==> src/rtl/kwm_pkg.sv <==
// Shared types and fixed field widths for the k-way merge core.
package kwm_pkg;

    // Fixed field widths of the record and result transactions
    localparam int RUN_IDX_W   = 3;
    localparam int RUN_CNT_W   = 4;
    localparam int KEY_PORT_W  = 64;

    // Reset value of the run count register
    localparam logic [RUN_CNT_W-1:0] RUN_COUNT_RESET = 4'd8;

    // Largest run count that the register can express
    localparam int RUN_CNT_MAX = (1 << RUN_CNT_W) - 1;

    // Merge sequencer states
    typedef enum logic [1:0] {
        ST_IDLE,
        ST_SCAN,
        ST_LAST,
        ST_EMIT
    } kwm_state_t;

endpackage

==> src/rtl/kwm_ram.sv <==
// Generic single-write, single-read synchronous RAM with registered read data.
module kwm_ram #(
    parameter int WIDTH = 128,
    parameter int DEPTH = 8
) (
    input  logic                     aclk,
    input  logic                     wr_en,
    input  logic [$clog2(DEPTH)-1:0] wr_addr,
    input  logic [WIDTH-1:0]         wr_data,
    input  logic [$clog2(DEPTH)-1:0] rd_addr,
    output logic [WIDTH-1:0]         rd_data
);

    logic [WIDTH-1:0] mem [DEPTH];

    // Write port and registered read port
    always_ff @(posedge aclk) begin
        if (wr_en) begin
            mem[wr_addr] <= wr_data;
        end
        rd_data <= mem[rd_addr];
    end

endmodule

==> src/rtl/k_way_merge_sorted_runs_core.sv <==
// K-way merge of ascending record runs, ordered by end key, with heads kept in RAM.
//
//  channel  | direction | handshake           | payload
//  ---------+-----------+---------------------+---------------------------------------------
//  s_       | in        | s_valid / s_ready   | run_index, start_key, end_key, last_in_run
//  m_       | out       | m_valid / m_ready   | out_start_key, out_end_key, source_run,
//           |           |                     | refill_wanted, merge_done
//  cfg_     | in        | cfg_wr_en           | cfg_wr_data (run count)
//
// Every pick of a drain scans all n head entries (n = effective run count) through the
// single read port of the head RAM. Reset (synchronous, aresetn low) clears all head
// valid bits and merge flags; the head RAM itself needs no clearing. A stalled m_ready
// holds the result register and stops the next pick from emitting; s_ready stays low
// while a drain is under way.
module k_way_merge_sorted_runs_core
    import kwm_pkg::*;
#(
    parameter int MAX_RUNS  = 8,
    parameter int KEY_WIDTH = 64
) (
    input  logic                  aclk,
    input  logic                  aresetn,

    input  logic                  cfg_wr_en,
    input  logic [RUN_CNT_W-1:0]  cfg_wr_data,

    input  logic                  s_valid,
    output logic                  s_ready,
    input  logic [RUN_IDX_W-1:0]  s_run_index,
    input  logic [KEY_PORT_W-1:0] s_start_key,
    input  logic [KEY_PORT_W-1:0] s_end_key,
    input  logic                  s_last_in_run,

    output logic                  m_valid,
    input  logic                  m_ready,
    output logic [KEY_PORT_W-1:0] m_out_start_key,
    output logic [KEY_PORT_W-1:0] m_out_end_key,
    output logic [RUN_IDX_W-1:0]  m_source_run,
    output logic                  m_refill_wanted,
    output logic                  m_merge_done
);

    localparam int AW      = $clog2(MAX_RUNS);
    localparam int CAP     = (MAX_RUNS < RUN_CNT_MAX) ? MAX_RUNS : RUN_CNT_MAX;
    localparam int ENTRY_W = 2 * KEY_WIDTH;

    // Configuration and merge control state
    logic [RUN_CNT_W-1:0] run_count_reg;
    kwm_state_t           state_reg, state_next;
    logic [MAX_RUNS-1:0]  head_valid_reg, head_valid_next;
    logic [MAX_RUNS-1:0]  head_more_reg, head_more_next;
    logic [RUN_CNT_W-1:0] primed_count_reg, primed_count_next;
    logic [RUN_IDX_W-1:0] awaited_run_reg, awaited_run_next;
    logic                 pending_reg, pending_next;
    logic                 finished_reg, finished_next;

    // Scan state
    logic [RUN_CNT_W-1:0] scan_cnt_reg, scan_cnt_next;
    logic                 rd_pend_reg, rd_pend_next;
    logic                 rd_vld_reg, rd_vld_next;
    logic [AW-1:0]        rd_idx_reg, rd_idx_next;
    logic                 found_reg, found_next;
    logic [AW-1:0]        best_idx_reg, best_idx_next;
    logic [KEY_WIDTH-1:0] best_start_reg, best_start_next;
    logic [KEY_WIDTH-1:0] best_end_reg, best_end_next;

    // Result register
    logic                  m_valid_reg, m_valid_next;
    logic [KEY_PORT_W-1:0] m_start_reg, m_end_reg;
    logic [RUN_IDX_W-1:0]  m_run_reg;
    logic                  m_refill_reg, m_done_reg;

    // Head RAM ports
    logic               ram_wr_en;
    logic [AW-1:0]      ram_wr_addr;
    logic [ENTRY_W-1:0] ram_wr_data;
    logic [AW-1:0]      ram_rd_addr;
    logic [ENTRY_W-1:0] ram_rd_data;

    // Derived control
    logic [RUN_CNT_W-1:0] eff_n;
    logic                 s_take;
    logic [AW-1:0]        s_addr;
    logic                 s_in_range;
    logic                 out_free;
    logic                 out_load;
    logic                 load_head;
    logic                 start_scan;
    logic [AW-1:0]        scan_addr;
    logic                 scan_last;
    logic                 best_more;
    logic                 any_left;
    logic [KEY_WIDTH-1:0] rd_start;
    logic [KEY_WIDTH-1:0] rd_end;

    // Clamp the run count register into 1..CAP, the smaller of MAX_RUNS and RUN_CNT_MAX
    always_comb begin
        if (run_count_reg == '0) begin
            eff_n = RUN_CNT_W'(1);
        end else if (int'(run_count_reg) > CAP) begin
            eff_n = RUN_CNT_W'(CAP);
        end else begin
            eff_n = run_count_reg;
        end
    end

    assign s_ready    = (state_reg == ST_IDLE);
    assign s_take     = s_valid && s_ready;
    assign s_addr     = AW'(s_run_index);
    assign s_in_range = ({1'b0, s_run_index} < eff_n);
    assign out_free   = !m_valid_reg || m_ready;
    assign scan_addr  = AW'(scan_cnt_reg);
    assign scan_last  = (scan_cnt_reg == eff_n - RUN_CNT_W'(1));
    assign best_more  = head_more_reg[best_idx_reg];
    assign any_left   = |(head_valid_reg & ~(MAX_RUNS'(1) << best_idx_reg));
    assign rd_start   = ram_rd_data[ENTRY_W-1:KEY_WIDTH];
    assign rd_end     = ram_rd_data[KEY_WIDTH-1:0];

    // Decide whether an accepted record loads a head and whether it starts a drain
    always_comb begin
        load_head  = 1'b0;
        start_scan = 1'b0;
        if (s_take && !finished_reg && s_in_range) begin
            if (primed_count_reg < eff_n) begin
                load_head  = 1'b1;
                start_scan = (primed_count_next == eff_n);
            end else if (pending_reg && (s_run_index == awaited_run_reg)) begin
                load_head  = 1'b1;
                start_scan = 1'b1;
            end
        end
    end

    assign out_load = (state_reg == ST_EMIT) && out_free && !cfg_wr_en && found_reg;

    // Next state
    always_comb begin
        state_next = state_reg;
        case (state_reg)
            ST_IDLE: begin
                if (start_scan) begin
                    state_next = ST_SCAN;
                end
            end
            ST_SCAN: begin
                if (scan_last) begin
                    state_next = ST_LAST;
                end
            end
            ST_LAST: begin
                if (found_next) begin
                    state_next = ST_EMIT;
                end else begin
                    state_next = ST_IDLE;
                end
            end
            ST_EMIT: begin
                if (!found_reg) begin
                    state_next = ST_IDLE;
                end else if (out_load) begin
                    if (best_more || !any_left) begin
                        state_next = ST_IDLE;
                    end else begin
                        state_next = ST_SCAN;
                    end
                end
            end
            default: begin
                state_next = ST_IDLE;
            end
        endcase
        if (cfg_wr_en) begin
            state_next = ST_IDLE;
        end
    end

    // Datapath and flag updates
    always_comb begin
        head_valid_next   = head_valid_reg;
        head_more_next    = head_more_reg;
        primed_count_next = primed_count_reg;
        awaited_run_next  = awaited_run_reg;
        pending_next      = pending_reg;
        finished_next     = finished_reg;
        scan_cnt_next     = scan_cnt_reg;
        rd_pend_next      = 1'b0;
        rd_vld_next       = 1'b0;
        rd_idx_next       = rd_idx_reg;
        found_next        = found_reg;
        best_idx_next     = best_idx_reg;
        best_start_next   = best_start_reg;
        best_end_next     = best_end_reg;
        m_valid_next      = m_valid_reg && !m_ready;
        ram_wr_en         = 1'b0;
        ram_wr_addr       = s_addr;
        ram_wr_data       = {s_start_key[KEY_WIDTH-1:0], s_end_key[KEY_WIDTH-1:0]};
        ram_rd_addr       = scan_addr;

        // Count a newly primed run
        if (s_take && !finished_reg && s_in_range && (primed_count_reg < eff_n)
            && !head_valid_reg[s_addr]) begin
            primed_count_next = primed_count_reg + RUN_CNT_W'(1);
        end

        // Store the record as the run's head
        if (load_head) begin
            ram_wr_en               = 1'b1;
            head_valid_next[s_addr] = 1'b1;
            head_more_next[s_addr]  = !s_last_in_run;
            pending_next            = 1'b0;
        end

        // Reset scan bookkeeping when a pick begins
        if (start_scan || (out_load && !best_more && any_left)) begin
            scan_cnt_next = '0;
            found_next    = 1'b0;
        end

        // Issue one head read per cycle
        if (state_reg == ST_SCAN) begin
            rd_pend_next  = 1'b1;
            rd_vld_next   = head_valid_reg[scan_addr];
            rd_idx_next   = scan_addr;
            scan_cnt_next = scan_cnt_reg + RUN_CNT_W'(1);
        end

        // Keep the smallest valid head; ties stay with the lower run
        if (rd_pend_reg && rd_vld_reg && (!found_reg || (rd_end < best_end_reg))) begin
            found_next      = 1'b1;
            best_idx_next   = rd_idx_reg;
            best_start_next = rd_start;
            best_end_next   = rd_end;
        end

        // No head left at the end of a scan ends the merge
        if ((state_reg == ST_LAST) && !found_next) begin
            finished_next = 1'b1;
        end

        // Emit the pick and retire its head
        if (out_load) begin
            m_valid_next                  = 1'b1;
            head_valid_next[best_idx_reg] = 1'b0;
            if (best_more) begin
                pending_next     = 1'b1;
                awaited_run_next = RUN_IDX_W'(best_idx_reg);
            end else if (!any_left) begin
                finished_next = 1'b1;
            end
        end

        // A register write restarts the merge
        if (cfg_wr_en) begin
            head_valid_next   = '0;
            head_more_next    = '0;
            primed_count_next = '0;
            awaited_run_next  = '0;
            pending_next      = 1'b0;
            finished_next     = 1'b0;
        end
    end

    // Control registers
    always_ff @(posedge aclk) begin
        if (!aresetn) begin
            run_count_reg    <= RUN_COUNT_RESET;
            state_reg        <= ST_IDLE;
            head_valid_reg   <= '0;
            head_more_reg    <= '0;
            primed_count_reg <= '0;
            awaited_run_reg  <= '0;
            pending_reg      <= 1'b0;
            finished_reg     <= 1'b0;
            rd_pend_reg      <= 1'b0;
            found_reg        <= 1'b0;
            m_valid_reg      <= 1'b0;
        end else begin
            if (cfg_wr_en) begin
                run_count_reg <= cfg_wr_data;
            end
            state_reg        <= state_next;
            head_valid_reg   <= head_valid_next;
            head_more_reg    <= head_more_next;
            primed_count_reg <= primed_count_next;
            awaited_run_reg  <= awaited_run_next;
            pending_reg      <= pending_next;
            finished_reg     <= finished_next;
            rd_pend_reg      <= rd_pend_next;
            found_reg        <= found_next;
            m_valid_reg      <= m_valid_next;
        end
    end

    // Payload registers
    always_ff @(posedge aclk) begin
        scan_cnt_reg   <= scan_cnt_next;
        rd_vld_reg     <= rd_vld_next;
        rd_idx_reg     <= rd_idx_next;
        best_idx_reg   <= best_idx_next;
        best_start_reg <= best_start_next;
        best_end_reg   <= best_end_next;
        if (out_load) begin
            m_start_reg  <= KEY_PORT_W'(best_start_reg);
            m_end_reg    <= KEY_PORT_W'(best_end_reg);
            m_run_reg    <= RUN_IDX_W'(best_idx_reg);
            m_refill_reg <= best_more;
            m_done_reg   <= !best_more && !any_left;
        end
    end

    // Head record store
    kwm_ram #(
        .WIDTH (ENTRY_W),
        .DEPTH (MAX_RUNS)
    ) u_head_ram (
        .aclk    (aclk),
        .wr_en   (ram_wr_en),
        .wr_addr (ram_wr_addr),
        .wr_data (ram_wr_data),
        .rd_addr (ram_rd_addr),
        .rd_data (ram_rd_data)
    );

    assign m_valid         = m_valid_reg;
    assign m_out_start_key = m_start_reg;
    assign m_out_end_key   = m_end_reg;
    assign m_source_run    = m_run_reg;
    assign m_refill_wanted = m_refill_reg;
    assign m_merge_done    = m_done_reg;

`ifndef NO_ASSERTIONS
    // A merge is never both waiting for a refill and finished
    a_pend_fin: assert property (@(posedge aclk) disable iff (!aresetn)
        !(pending_reg && finished_reg))
        else $error("refill pending after merge finished");

    // The awaited run has no live head
    a_await_empty: assert property (@(posedge aclk) disable iff (!aresetn)
        pending_reg |-> !head_valid_reg[AW'(awaited_run_reg)])
        else $error("awaited run still holds a head");

    // While a drain runs, nothing waits and the merge is open
    a_busy_flags: assert property (@(posedge aclk) disable iff (!aresetn)
        (state_reg != ST_IDLE) |-> (!pending_reg && !finished_reg))
        else $error("drain running with pending or finished set");

    // Emitting the final record closes the merge
    a_done_fin: assert property (@(posedge aclk) disable iff (!aresetn)
        (out_load && !best_more && !any_left) |=> finished_reg)
        else $error("final record emitted without finishing");
`endif

endmodule
==> config.mk <==
export PLATFORM = sky130hd
export DESIGN_NAME = k_way_merge_sorted_runs_core
export DESIGN_NICKNAME = d
export VERILOG_FILES = /design/src/rtl/kwm_pkg.sv /design/src/rtl/kwm_ram.sv /design/src/rtl/k_way_merge_sorted_runs_core.sv
export SDC_FILE = /design/constraint.sdc
export NUM_CORES = 1
export LEC_CHECK = 0
export BUFFER_PORTS_ARGS = -buffer_cell sky130_fd_sc_hd__buf_4
export CELL_PAD_IN_SITES_DETAIL_PLACEMENT = 2
export CELL_PAD_IN_SITES_GLOBAL_PLACEMENT = 2
export CORE_ASPECT_RATIO = 2
export CORE_MARGIN = 1.5
export CORE_UTILIZATION = 45
export DETAILED_ROUTE_END_ITERATION = 8
export PLACE_DENSITY_LB_ADDON = 0.1
export SKIP_CTS_REPAIR_TIMING = 1
export SLEW_MARGIN = 0
export SYNTH_ARGS = -nofsm -noshare
export SYNTH_HDL_FRONTEND = slang
export SYNTH_HIERARCHICAL = 1
export SYNTH_SLANG_ARGS = --single-unit
==> constraint.sdc <==
create_clock -name aclk -period 21.7 [get_ports aclk]
set_input_delay 2.17 -clock aclk [delete_from_list [all_inputs] [get_ports aclk]]
set_output_delay 2.17 -clock aclk [all_outputs]
set_load 0.02 [all_outputs]
==> run metrics <==
Stages on worst setup path 11; DRT iter0 DRCs 1255; fmax 163 MHz; largest net degree at the start of global routing 141; max reg flops 1024; Crit. End Element register; routed len/inst 28.6 um; Tcrit/Tclk final 28.3%; initial core utilization 45.4%; Worst R2R Path Depth 11; Final Cell Area 0.0613 mm^2; most common cell in the netlist edfxtp_1; Global Route met1 Usage 25.7%; Top Family by Delay on Critical Path buffers and inverters; Core Util, Final 52.0%; Clk Latency, worst-skew pair 0.76 ns; Crit Path Category in -> reg; Yosys reg bits 1458; static leakage 20.6 nW; placed cells 4124; dominant cell type by area after synthesis edfxtp_1; slew margin rel. 13.6%; Fin Setup TNS 0 ns; Fill cells 9884; clock sinks 1458; layout cells sized above 1 29.6%; clock slew at reported path FFs 0.07 ns; PwrDens 92.8 mW/mm^2; die area 0.121 mm^2; GR Layer Usage met3 4.55%; # IOs 276; most flop-heavy register u_head_ram/mem; initial antenna violation count 20; Async SR Flop Fraction 0%; Worst setup SP type input pin; Final HPWL DP 72.0 mm; depth of the CTS H-tree 4; Mapped Area 0.0535 mm^2; final setup vio count 0; Syn Nets 2589; Overflow after GRT 0; Final min period 6.15 ns; Synth cell types 73; Post-synth top cells 1295 x edfxtp_1, 190 x mux4_2, 163 x dfxtp_1, 129 x mux2_2, 77 x inv_1; CP most frequent cell buf_4; Die Y 491 um; met2 global-route usage 37.3%; via count of the first global-routing pass 27700; antenna-violating nets left 0; core area 0.118 mm^2; Worst EP arrival 6.49 ns; Buffers on Ports 275; Die Wd 247 um; hold crit path type reg -> reg; Max-Cap Viols 0; Post-Syn Instances 2377; DR pass1 iterations 7; Placer Congestion 0.784; first-pass GRT wire length 185 mm; worst slack, placed 14.72 ns; Ys Warns 6; clock skew 0.0385 ns; Largest stage delay, worst path 0.90 ns; Most Used Layer, Global Route met2; WL final 125 mm; setup repair after global routing missed its margin false; crit-path cells buf_4 > ha_1 > or3_1 > o221ai_2 > nand4b_2 > a21o_4 > clkinv_4 > nand2b_1 > nor2_4 > buf_4 > buf_4; Seq/Total Area, Yosys 78.7%; status finished clean; CTS root buffer clkbuf_16; final hold viol count 0; EDFF count, synth 1295; Worst Path Max Fanout 61; DR vias 24100; Post-DP Area 0.0571 mm^2; top cell type's share of synthesized area 72.6%; Largest regs u_head_ram/mem: 1024 flops, u_head_ram/rd_data: 128 flops; syn avg cell area 22.5 um^2; ys flop type edfxtp_1; row cnt 178; Slew Limit Fails 0; Synth-to-Final Area Change 14.5%; peak supply drop 0.0740 mV; worst slew pin tran 1.29 ns; worst hold path depth 0; Clock Path Buffers 3; fin nets 2938; Num CTS Buffers 130; gr usage total 21.0%; worst path buffer plus inverter count 4; # DRC 0; top post-synthesis cells by area edfxtp_1 73%, mux4_2 8.0%, dfxtp_1 6.1%; Req. time, crit path 22.05 ns; via density per instance 5.53; CTS tree yes; non-filler cells, final 4365; Slowest cell on crit path buf_4; Worst Slack Setup Final 15.55 ns
==> kinds of logic after synthesis <==
| family | count (synthesis) | share of synthesized area (%) |
|---|---|---|
| AO/OA/AOI/OAI | 121 | 1.56 |
| buffers and inverters | 164 | 2.02 |
| XOR/XNOR | 12 | 0.196 |
| AND/OR/NAND/NOR | 151 | 1.42 |
| multiplexers | 400 | 14.4 |
| flip-flops | 1458 | 78.7 |
| adder cells (fa/ha/maj) | 71 | 1.66 |
==> per-layer routing <==
| metal | wire length (um) | up-vias |
|---|---|---|
| met5 | 184 | - |
| li1 | - | 10500 |
| met4 | 2550 | 32 |
| met1 | 50600 | 12900 |
| met2 | 66000 | 504 |
| met3 | 5700 | 200 |
==> area by class of cell <==
type | instances | area (um^2) | area share (%)
sequential | 1458 | 42200 | 68.7
multi-input combinational | 755 | 10400 | 16.9
clock buffer | 173 | 3640 | 5.94
timing repair buffer | 302 | 2340 | 3.82
tap | 1530 | 1910 | 3.12
clock inverter | 64 | 587 | 0.957
inverter | 79 | 307 | 0.500
antenna | 4 | 10.0 | 0.0163
==> power by group <==
part	leakage, nW	total (mW)	internal (mW)	switching [mW]
logic	5.45	0.239	0.104	0.136
clock network	2.05	2.31	1.28	1.04
registers	13.1	3.14	3.12	0.0272
==> worst reg2reg max path: stages (launching register included) <==
cell and delay, ns:
dfxtp_1 0.56, nand2b_2 0.30, ha_1 0.28, a21o_1 0.19
a21oi_1 0.22, nand2_1 0.15, a21o_4 0.27, clkinv_4 0.07
nand2b_1 0.22, nor2_4 0.78, buf_4 0.79, buf_4 0.90
==> metrics by stage <==
| stage | hold slack [ns] | power, mW |
|---|---|---|
| floorplan | 0.386 | 3.34 |
| global placement | 0.389 | 3.43 |
| detailed placement | 0.390 | 3.45 |
| CTS | 0.395 | 5.77 |
| global route | 0.399 | 5.86 |
| finish | 0.392 | 5.69 |
==> placed cells by master (no fill, tap or decap), drive strengths merged, types with 10 or more instances in the layout <==
cell / netlist / final
edfxtp: 1295 / 1295
buf: 52 / 302
mux4: 262 / 262
clkbuf: 33 / 173
dfxtp: 163 / 163
mux2: 129 / 129
inv: 78 / 85
ha: 71 / 71
nor2: 52 / 52
clkinv: 1 / 42
a21oi: 34 / 34
nand2: 27 / 27
nand4: 15 / 15
o21ai: 14 / 14
nand3: 12 / 12
a211oi: 12 / 12
a21o: 12 / 12
nand2b: 10 / 10
==> worst paths after layout <==
kind / end / startpoint / slack (ns)
worst max-delay path: u_head_ram/mem[2][68]$_DFFE_PP_ / s_run_index[1] / 15.55
worst min-delay path: best_start_reg[12]$_DFFE_PP_ / u_head_ram/rd_data[76]$_DFF_P_ / 0.39
worst max register to register: u_head_ram/mem[2][68]$_DFFE_PP_ / run_count_reg[3]$_SDFFE_PN1P_ / 16.42
worst min register to register: best_start_reg[12]$_DFFE_PP_ / u_head_ram/rd_data[76]$_DFF_P_ / 0.39
Power figures use the tool's default switching activity.
